`config.mk`:
```
export PLATFORM = sky130hd
export DESIGN_NAME = calendar_clock_with_set_buttons_flat
export DESIGN_NICKNAME = d
export VERILOG_FILES = /design/src/hw/rtl/rtcc_pkg.sv /design/src/hw/rtl/rtcc_if.sv /design/src/hw/rtl/rtcc_step.sv /design/src/hw/rtl/calendar_clock_with_set_buttons.sv /design/src/flat_wrapper.sv
export VERILOG_INCLUDE_DIRS = /design/src /design/src/hw/rtl
export SDC_FILE = /design/constraint.sdc
export NUM_CORES = 1
export LEC_CHECK = 0
export ABC_CLOCK_PERIOD_IN_PS = 7950
export BUFFER_PORTS_ARGS = -buffer_cell sky130_fd_sc_hd__buf_2
export CAP_MARGIN = 20
export CORE_MARGIN = 4
export CORE_UTILIZATION = 50
export DETAILED_ROUTE_END_ITERATION = 8
export MAX_ROUTING_LAYER = met4
export PLACE_DENSITY_LB_ADDON = 0.25
export SETUP_SLACK_MARGIN = 0.4
export SLEW_MARGIN = 0
export SYNTH_ARGS = -nofsm -noshare
export SYNTH_HDL_FRONTEND = slang
export SYNTH_HIERARCHICAL = 1
export SYNTH_SLANG_ARGS = --single-unit
```
`constraint.sdc`:
```
create_clock -name clk -period 7.95 [get_ports clk]
set_input_delay 0.795 -clock clk [delete_from_list [all_inputs] [get_ports clk]]
set_output_delay 0.795 -clock clk [all_outputs]
set_load 0.03 [all_outputs]
```
`src/hw/rtl/calendar_clock_with_set_buttons_defines.svh`:
```
// Assertion macros for the calendar clock block.
`ifndef CALENDAR_CLOCK_WITH_SET_BUTTONS_DEFINES_SVH
`define CALENDAR_CLOCK_WITH_SET_BUTTONS_DEFINES_SVH

`ifndef NO_ASSERTIONS
// ante |-> cons, checked on clk outside reset
`define CCSB_ASSERT_IMPLY(lbl, ante, cons, msg) \
	lbl: assert property (@(posedge clk) disable iff (!arst_n) (ante) |-> (cons)) \
		else $error(msg);
// ante |=> cons, checked on clk outside reset
`define CCSB_ASSERT_NEXT(lbl, ante, cons, msg) \
	lbl: assert property (@(posedge clk) disable iff (!arst_n) (ante) |=> (cons)) \
		else $error(msg);
`else
`define CCSB_ASSERT_IMPLY(lbl, ante, cons, msg)
`define CCSB_ASSERT_NEXT(lbl, ante, cons, msg)
`endif

`endif

```
`src/hw/rtl/rtcc_pkg.sv`:
```
// Types, constants and calendar helpers for the calendar clock block.
package rtcc_pkg;

	localparam int TICKS_PER_SECOND = 1000;
	localparam int MS_W = $clog2(TICKS_PER_SECOND);
	localparam logic [MS_W:0] TICKS_LIM = (MS_W + 1)'(TICKS_PER_SECOND);
	localparam logic [15:0] BLINK_MS = 16'd550;
	localparam int REFRESH_MS = 50;
	localparam int PH_W = $clog2(REFRESH_MS);
	localparam logic [PH_W-1:0] PH_LAST = PH_W'(REFRESH_MS - 1);

	localparam logic FUNC_TICK = 1'b0;
	localparam logic FUNC_SAMPLE = 1'b1;

	localparam int BTN_TSEL = 0;
	localparam int BTN_TUP = 1;
	localparam int BTN_TDN = 2;
	localparam int BTN_DSEL = 3;
	localparam int BTN_DUP = 4;
	localparam int BTN_DDN = 5;

	localparam logic [1:0] TSEL_HOUR = 2'd1;
	localparam logic [1:0] TSEL_MIN = 2'd2;
	localparam logic [1:0] TSEL_SEC = 2'd3;
	localparam logic [1:0] DSEL_DAY = 2'd1;
	localparam logic [1:0] DSEL_MONTH = 2'd2;
	localparam logic [1:0] DSEL_YEAR = 2'd3;

	typedef struct packed {
		logic       func;
		logic [5:0] buttons;
	} in_word_t;

	typedef struct packed {
		logic [4:0]  hours;
		logic [5:0]  minutes;
		logic [5:0]  seconds;
		logic [4:0]  day;
		logic [3:0]  month;
		logic [15:0] year;
		logic        leap_flag;
		logic [1:0]  time_select;
		logic [1:0]  date_select;
		logic        blink_phase;
		logic        refresh;
	} out_word_t;

	typedef struct packed {
		logic [MS_W-1:0] millis;
		logic [PH_W-1:0] phase;
		logic [5:0]      sec;
		logic [5:0]      min;
		logic [4:0]      hour;
		logic [4:0]      day;
		logic [3:0]      month;
		logic [15:0]     year;
		logic            leap;
		logic [1:0]      tsel;
		logic [1:0]      dsel;
		logic [5:0]      last_btn;
	} clk_state_t;

	localparam clk_state_t STATE_RESET = '{
		millis: '0, phase: '0, sec: 6'd57, min: 6'd59, hour: 5'd23,
		day: 5'd28, month: 4'd2, year: 16'd2001, leap: 1'b0,
		tsel: 2'd0, dsel: 2'd0, last_btn: 6'd0
	};

	function automatic logic is_leap(logic [15:0] y);
		return (y >= 16'd1904) && (y < 16'd2100) && (y[1:0] == 2'd0);
	endfunction

	function automatic logic [4:0] days_in_month(logic [3:0] m, logic leap);
		logic [4:0] d;
		case (m) inside
			4'd2:                    d = leap ? 5'd29 : 5'd28;
			4'd4, 4'd6, 4'd9, 4'd11: d = 5'd30;
			default:                 d = 5'd31;
		endcase
		return d;
	endfunction

endpackage

```
`src/hw/rtl/rtcc_if.sv`:
```
// Valid/ready channel interfaces for input and result words.
interface rtcc_in_if import rtcc_pkg::*; ();
	logic     valid;
	logic     ready;
	in_word_t data;
	modport source(output valid, output data, input ready);
	modport sink(input valid, input data, output ready);
endinterface

interface rtcc_out_if import rtcc_pkg::*; ();
	logic      valid;
	logic      ready;
	out_word_t data;
	modport source(output valid, output data, input ready);
	modport sink(input valid, input data, output ready);
endinterface

```
`src/hw/rtl/rtcc_step.sv`:
```
// Next-state logic: millisecond tick cascade and button set handling.
module rtcc_step import rtcc_pkg::*; (
	input  clk_state_t cur,
	input  logic       func,
	input  logic [5:0] buttons,
	output clk_state_t nxt
);

	always_comb begin
		logic [MS_W:0] ms_inc;
		logic [4:0]    dim;
		logic [5:0]    fall;
		logic [1:0]    tsel;
		logic [1:0]    dsel;
		logic [15:0]   yr;
		logic          up_t, dn_t, up_d, dn_d;

		nxt = cur;
		dim = days_in_month(cur.month, cur.leap);
		ms_inc = {1'b0, cur.millis} + {{MS_W{1'b0}}, 1'b1};
		fall = cur.last_btn & ~buttons;
		up_t = fall[BTN_TUP];
		dn_t = fall[BTN_TDN];
		up_d = fall[BTN_DUP];
		dn_d = fall[BTN_DDN];
		tsel = cur.tsel + {1'b0, fall[BTN_TSEL]};
		dsel = cur.dsel + {1'b0, fall[BTN_DSEL]};
		yr = cur.year;

		if (func == FUNC_TICK) begin
			if (ms_inc < TICKS_LIM) begin
				nxt.millis = ms_inc[MS_W-1:0];
				nxt.phase = (cur.phase == PH_LAST) ? '0 : cur.phase + PH_W'(1);
			end else begin
				nxt.millis = '0;
				nxt.phase = '0;
				if (cur.sec < 6'd59) begin
					nxt.sec = cur.sec + 6'd1;
				end else begin
					nxt.sec = '0;
					if (cur.min < 6'd59) begin
						nxt.min = cur.min + 6'd1;
					end else begin
						nxt.min = '0;
						if (cur.hour < 5'd23) begin
							nxt.hour = cur.hour + 5'd1;
						end else begin
							nxt.hour = '0;
							if (cur.day >= dim) begin
								nxt.day = 5'd1;
								if (cur.month >= 4'd12) begin
									nxt.month = 4'd1;
									yr = cur.year + 16'd1;
									nxt.year = yr;
									nxt.leap = is_leap(yr);
								end else begin
									nxt.month = cur.month + 4'd1;
								end
							end else begin
								nxt.day = cur.day + 5'd1;
							end
						end
					end
				end
			end
		end else begin
			nxt.tsel = tsel;
			nxt.dsel = dsel;
			case (tsel)
				TSEL_HOUR: begin
					if (up_t) nxt.hour = (nxt.hour >= 5'd23) ? 5'd0 : nxt.hour + 5'd1;
					if (dn_t) nxt.hour = (nxt.hour == 5'd0) ? 5'd23 : nxt.hour - 5'd1;
				end
				TSEL_MIN: begin
					if (up_t) nxt.min = (nxt.min >= 6'd59) ? 6'd0 : nxt.min + 6'd1;
					if (dn_t) nxt.min = (nxt.min == 6'd0) ? 6'd59 : nxt.min - 6'd1;
				end
				TSEL_SEC: begin
					if (up_t) nxt.sec = (nxt.sec >= 6'd59) ? 6'd0 : nxt.sec + 6'd1;
					if (dn_t) nxt.sec = (nxt.sec == 6'd0) ? 6'd59 : nxt.sec - 6'd1;
				end
				default: ;
			endcase
			case (dsel)
				DSEL_DAY: begin
					if (up_d) nxt.day = (nxt.day >= dim) ? 5'd1 : nxt.day + 5'd1;
					if (dn_d) nxt.day = (nxt.day <= 5'd1) ? dim : nxt.day - 5'd1;
				end
				DSEL_MONTH: begin
					if (up_d) nxt.month = (nxt.month >= 4'd12) ? 4'd1 : nxt.month + 4'd1;
					if (dn_d) nxt.month = (nxt.month <= 4'd1) ? 4'd12 : nxt.month - 4'd1;
				end
				DSEL_YEAR: begin
					if (up_d) yr = yr + 16'd1;
					if (dn_d) yr = yr - 16'd1;
					if (up_d || dn_d) begin
						nxt.year = yr;
						nxt.leap = is_leap(yr);
					end
				end
				default: ;
			endcase
			nxt.last_btn = buttons;
		end
	end

endmodule

```
`src/hw/rtl/calendar_clock_with_set_buttons.sv`:
```
// Real-time clock and calendar with six active-low set buttons.
// Each input word is a millisecond tick or a button sample; every accepted word yields one
// result word with the updated clock, selectors and blink/refresh flags. A new word is taken
// every cycle while ready is high; a word passes through the input register, then the
// state update into the result register, and the result is held there until the sink takes it.
// Ready drops only while both registers hold words and the sink stalls.
// Reset time is 23:59:57 on 28 Feb 2001.
`include "calendar_clock_with_set_buttons_defines.svh"

module calendar_clock_with_set_buttons import rtcc_pkg::*; (
	input logic         clk,
	input logic         arst_n,
	rtcc_in_if.sink     tick_in,
	rtcc_out_if.source  clock_out
);

	logic       valid_s1;
	in_word_t   word_s1;
	logic       valid_s2;
	out_word_t  word_s2;
	clk_state_t state_q;
	clk_state_t state_nxt;
	out_word_t  result;
	logic       adv;

	assign adv = valid_s1 && (!valid_s2 || clock_out.ready);
	assign tick_in.ready = !valid_s1 || adv;
	assign clock_out.valid = valid_s2;
	assign clock_out.data = word_s2;

	rtcc_step u_step (
		.cur     (state_q),
		.func    (word_s1.func),
		.buttons (word_s1.buttons),
		.nxt     (state_nxt)
	);

	always_comb begin
		result.hours = state_nxt.hour;
		result.minutes = state_nxt.min;
		result.seconds = state_nxt.sec;
		result.day = state_nxt.day;
		result.month = state_nxt.month;
		result.year = state_nxt.year;
		result.leap_flag = state_nxt.leap;
		result.time_select = state_nxt.tsel;
		result.date_select = state_nxt.dsel;
		result.blink_phase = 16'(state_nxt.millis) > BLINK_MS;
		result.refresh = (state_nxt.phase == '0);
	end

	always_ff @(posedge clk or negedge arst_n) begin
		if (!arst_n) begin
			valid_s1 <= 1'b0;
			valid_s2 <= 1'b0;
			state_q <= STATE_RESET;
		end else begin
			if (tick_in.ready) valid_s1 <= tick_in.valid;
			if (adv) begin
				valid_s2 <= 1'b1;
				state_q <= state_nxt;
			end else if (clock_out.ready) begin
				valid_s2 <= 1'b0;
			end
		end
	end

	always_ff @(posedge clk) begin
		if (tick_in.valid && tick_in.ready) word_s1 <= tick_in.data;
		if (adv) word_s2 <= result;
	end

	`CCSB_ASSERT_IMPLY(a_no_adv_on_stall, valid_s2 && !clock_out.ready, !adv,
		"word advanced into a held result register")
	`CCSB_ASSERT_IMPLY(a_sec_range, 1'b1, state_q.sec < 6'd60, "seconds out of range")
	`CCSB_ASSERT_IMPLY(a_phase_range, 1'b1, state_q.phase <= PH_LAST, "refresh phase out of range")
	`CCSB_ASSERT_IMPLY(a_month_moves_on_adv, state_q.month != $past(state_q.month),
		$past(adv), "month changed without a word")
	`CCSB_ASSERT_NEXT(a_result_follows, adv, valid_s2, "processed word produced no result")

endmodule
```
`src/flat_wrapper.sv`:
```
// flat-port wrapper written by rule: the top's interface ports become plain ports
module calendar_clock_with_set_buttons_flat import rtcc_pkg::*;
  (clk, arst_n, tick_in_valid, tick_in_data, tick_in_ready, clock_out_valid, clock_out_data, clock_out_ready);
  rtcc_in_if tick_in_i ();
  rtcc_out_if clock_out_i ();
  input logic clk;
  input logic arst_n;
  input wire logic [$bits(tick_in_i.valid)-1:0] tick_in_valid;
  input wire logic [$bits(tick_in_i.data)-1:0] tick_in_data;
  output wire logic [$bits(tick_in_i.ready)-1:0] tick_in_ready;
  output wire logic [$bits(clock_out_i.valid)-1:0] clock_out_valid;
  output wire logic [$bits(clock_out_i.data)-1:0] clock_out_data;
  input wire logic [$bits(clock_out_i.ready)-1:0] clock_out_ready;
  assign tick_in_i.valid = tick_in_valid;
  assign tick_in_i.data = tick_in_data;
  assign tick_in_ready = tick_in_i.ready;
  assign clock_out_valid = clock_out_i.valid;
  assign clock_out_data = clock_out_i.data;
  assign clock_out_i.ready = clock_out_ready;
  calendar_clock_with_set_buttons u_core (.clk(clk), .arst_n(arst_n), .tick_in(tick_in_i), .clock_out(clock_out_i));
endmodule
```
### Yosys cells after proc, flatten, opt, wreduce, memory -nomap -nowiden

Index checks and enable logic that the tools add are counted.

| word-level totals | value |
|---|---|
| bits in registers | 127 |
| word-level logic and storage cells | 155 |
| bits of input ports | 11 |
| output and inout bits | 51 |

| cells by class | value |
|---|---|
| reduce and logical (&&, ||, !) cells | 20 |
| $lt $le $gt $ge | 16 |
| muxes and demuxes | 62 |
| bitwise operators | 2 |
| add/sub/neg operators | 16 |
| eq/ne operators | 12 |

Operators with widths:

| cell | count |
|---|---|
| $mux 16 | 8 |
| $mux 6 | 17 |
| $mux 43 | 2 |
| $mux 5 | 16 |
| $mux 17 | 3 |
| $mux 37 | 1 |
| $ge 16x11->1 const B | 2 |
| $lt 16x12->1 const B | 2 |
| $mux 31 | 1 |
| $mux 4 | 7 |
| $mux 26 | 1 |
| $mux 21 | 1 |
| $add 6x1->6 const B | 3 |
| $logic_not 6->1 | 3 |
| $add 16x1->16 const B | 1 |
| $sub 16x1->16 const B | 1 |
| $ge 6x6->1 const B | 2 |
| $lt 6x6->1 const B | 2 |
| $sub 6x1->6 const B | 2 |
| $add 10x1->11 const B | 1 |
| $lt 11x10->1 const B | 1 |
| $add 5x1->5 const B | 2 |
| $gt 10x10->1 const B | 1 |
| $mux 10 | 1 |
| other kinds (27) | 47 |

### Longest topological paths before layout

| logic depth | value |
|---|---|
| word-level depth | 16 |
| mapped depth | 19 |
| mapped depth without buffers | 19 |

### Hierarchy

The synthesis kept the hierarchy.

Modules (own cells, without submodules):

| module | area each (µm²) | times used | seq. area each (µm²) | cells an instance |
|---|---|---|---|---|
| rtcc_step | 4968.5 | 1 | 0.0 | 813 |
| calendar_clock_with_set_buttons | 4695.8 | 1 | 3488.3 | 216 |

### Worst setup path after synthesis

No wires, ideal clock.

| timing path | value |
|---|---|
| kind | register -> register |
| start point | register u_core/state_q[28] in the netlist's numbering |
| end point | register u_core/state_q[31] in the netlist's numbering |
| library setup time | 0.125 ns |
| path buffers | 0 |
| slack | 4.095 ns |
| data arrival time | 3.730 ns |
| cell stages (with the launch flop) | 20 |
| clock period less this slack | 3.855 ns |
| data required time | 7.825 ns |
| path through | dfstp_2 inv_1 ha_1 o21ai_0 o21ai_0 o21ai_0 ha_1 nand2b_1 a21o_1 nand2_1 nand2_1 a21oi_1 inv_1 ha_1 o21ai_0 nor2_1 or3_1 a31oi_1 o22ai_1 mux2_4 |

RTL lines:

| what | line | source |
|---|---|---|
| start, declared | calendar_clock_with_set_buttons.sv:21 | `clk_state_t state_q;` |
| start signal, assigned | calendar_clock_with_set_buttons.sv:61 | `state_q <= state_nxt;` |

==> metrics <==
hold buffer count at cts 0; fin. max-slew vios 0; Rel. slew slack approximately 30%; Placed Area 0.0100 mm^2; post-cts repair resize count 0; vias in the first global route 7483; Crit. End Element register; Syn. warnings 6; CTS max path bufs 2; first-pass GRT wire length 38900 um; post-CTS setup buffer count 0; slowest CP cell dfrtp_1; Lkg Pwr 4.28 nW; routed via count 8025; Mean Syn Cell Area between 9 and 10 um^2; Congestion Overflow GR 0; Design Area, Final 0.0106 mm^2; library cells used by synthesis 79; RePlAce Congestion 0.909; WS Path Type reg2reg; DIE HEIGHT 147 um; layout cells sized above 1 20.7%; Final period util a little under three fifths; pin count of the biggest net entering global routing 72; Initial Utilization around half; Peak Freq 226 MHz; Max FO, Critical Path 10; Primary FF master, synth edfxtp_1; Setup-failing EPs final 0; Mapped Cells 1029; FF+latch count, synth 127; post-synth design cell area about 0.0097 mm^2; Die Footprint 0.0216 mm^2; TritonRoute pass-1 iters 6; Final Skew 0.00995 ns; total net switching power 1.57 mW; Crit path largest cell delay 0.51 ns; clk slew on worst S/H paths 0.06 ns; Least-Margin Pin Slew 1.05 ns; initial DRC count 729; critical path's top delay family compound AO/OA/AOI/OAI gates; Startpoint Class register; worst path bufs/invs 2; Post-synth EDFFs 56; Cell Rows 50; most frequent cells in the layout nand2_1 (112), o21ai_0 (76), mux2_4 (69); status completed; most common cell after layout, fill and taps aside nand2_1; PD cells around 350 mW/mm^2; Flop pwr share 33.7%; GRT Util Overall 22.5%; most area-hungry cell type in the Yosys netlist edfxtp_1; Pint around 2.2 mW; Peak VDD IR 0.000176 V; PortBufs 61; Final Hold Vio Count 0; Clk pwr share 22.0%; initial antenna violation count 0; Seq/Total Area, Yosys 36.1%; # H-tree levels 4; top post-synthesis cells by area edfxtp_1 (17%), dfrtp_1 (12%), mux2_4 (11%), dfstp_2 (6.5%), nand2_1 (4.4%); Final TNS setup 0 ns; WL per Instance 17.9 um; Ports 62; Worst EP arrival 4.74 ns; Antenna Nets Post-Route 0; Num Clock Sinks roughly 130; switching share of power 42.1%; root buffer cell clkbuf_16; asr flop ratio synth 55.9%; most frequent CP cell o21ai_0; Critical Path RT approximately 8.3 ns; Synthesized Nets 1066; CTS tree yes; Area Growth Syn to Fin 10.2%; Num CTS Buffers 17; number of remaining DRC errors 0; Inserted Diodes 0; routed wire length roughly 24000 um; Max-Cap Viols 0; Yosys top cell area share 17.4%; minimum clock period 4.43 ns; DP HPWL 15400 um; NumNets Final 1080; Core Region around 0.019 mm^2; Worst Hold Class in2async; combinational share of power 44.2%; DIE WIDTH around 150 um; critical path, cell by cell inv_1 -> ha_1 -> o21ai_0 -> o21ai_0 -> o21ai_0 -> ha_1 -> nand2b_1 -> a21o_1 -> nand2_1 -> nand2_1 -> a21oi_1 -> inv_1 -> ha_1 -> o21ai_0 -> nor2_1 -> or3_1 -> a31oi_1 -> o22ai_1 -> mux2_4; Clock Latency Late Sink approximately 0.42 ns; RSZ-0062 raised after global routing false; Via-to-Cell Ratio 6.10
[worst register-to-register path: cells and delay by family (launching register included)]
family / cells / cell delay (ns)
AOI/OAI and AO/OA: 8 / 1.73
and+or+nand+nor: 5 / 0.87
adders and majority gates: 3 / 0.70
DFF: 1 / 0.51
muxes: 1 / 0.30
buffers and inverters: 2 / 0.20
[kinds of logic (layout without fill, tap and decap cells)]
| kind of cell | count (synthesis) | in the layout | synth area share (%) |
|---|---|---|---|
| simple gates | 358 | 358 | 18.9 |
| xor+xnor | 65 | 65 | 6.18 |
| fa+ha+maj | 27 | 27 | 3.47 |
| mux | 93 | 93 | 13.3 |
| flops | 127 | 127 | 36.1 |
| compound gates | 260 | 260 | 17.5 |
| buf+inv | 99 | 126 | 4.56 |
[state kept, by name, indices dropped and copies added, names as in the netlist]
name,count
u_core/state_q,69
u_core/clock_out.data,49
u_core/word_s1,7
u_core/valid_s1,1
u_core/clock_out.valid,1
[stage by stage]
step	util, %	instances	hold slack (ns)	power (mW)	setup slack (ns)
after floorplan	-	1029	0.476	2.51	4.10
after global placement	53.1	1283	0.503	2.84	3.80
after detailed placement	53.1	1283	0.508	2.87	3.60
after global routing	56.5	1316	0.177	3.99	3.14
final	56.5	1316	0.188	3.72	3.52
after CTS	56.4	1315	0.526	3.71	3.56
[worst paths after layout]
kind | startpoint | endpoint | slack, ns | depth (start not counted)
max | u_core/state_q[27]$_DFFE_PN0P_ | u_core/state_q[31]$_DFFE_PN0P_ | 3.52 | 19
min | arst_n | u_core/state_q[53]$_DFFE_PN0P_ | 0.19 | 1
max reg2reg | u_core/state_q[27]$_DFFE_PN0P_ | u_core/state_q[31]$_DFFE_PN0P_ | 3.52 | 19
min reg2reg | u_core/state_q[0]$_DFFE_PN0P_ | u_core/state_q[0]$_DFFE_PN0P_ | 0.53 | 1
max in group asynchronous | arst_n | u_core/state_q[38]$_DFFE_PN1P_ | 7.16 | 2
min in group clk | u_core/state_q[0]$_DFFE_PN0P_ | u_core/state_q[0]$_DFFE_PN0P_ | 0.53 | 1
[metal layers]
| metal | global-route usage, % | up-vias | part of all wire, % |
|---|---|---|---|
| met4 | 5.64 | 0 | 1.2 |
| met2 | 34.4 | 268 | 46 |
| met5 | - | - | 0 |
| met1 | 31.6 | 3897 | 47 |
| met3 | 3.76 | 24 | 5.5 |
| li1 | - | 3836 | - |
[synthesized netlist by cell type, drive strengths merged (5+ instances only)]
cell     instances
dfrtp           47
nor2b           17
nor4            10
a211oi          13
a21oi           51
o2111ai          5
xnor2           33
o221ai           7
nand3           39
mux2i           16
and2             8
a31oi           20
edfxtp          56
nor2            67
nand3b           6
o31ai           19
o22ai           15
and4             5
mux2            77
nor3            21
nand2          113
buf             26
dfstp           24
inv             25
clkbuf          48
o21ai           77
or3              7
a22oi            5
nand4           16
ha              26
xor2            30
nand2b          13
and3            16
[power by group through the flow]
stage	clock network [mW]	logic (mW)	registers, mW
after CTS	0.837	1.63	1.25
after global routing	0.871	1.81	1.30
after floorplan	0	1.29	1.21
after global placement	0	1.58	1.25
final	0.820	1.65	1.26
after detailed placement	0	1.61	1.26
[layout make-up]
cell class	count	area [um^2]
multi-input combinational	803	5740
clock buffer	20	457
fill	1668	8180
timing repair buffer	69	388
tap	260	325
sequential	127	3490
inverter	25	93.8
clock inverter	12	160
Note: power is estimated with default switching activity, not from simulation.
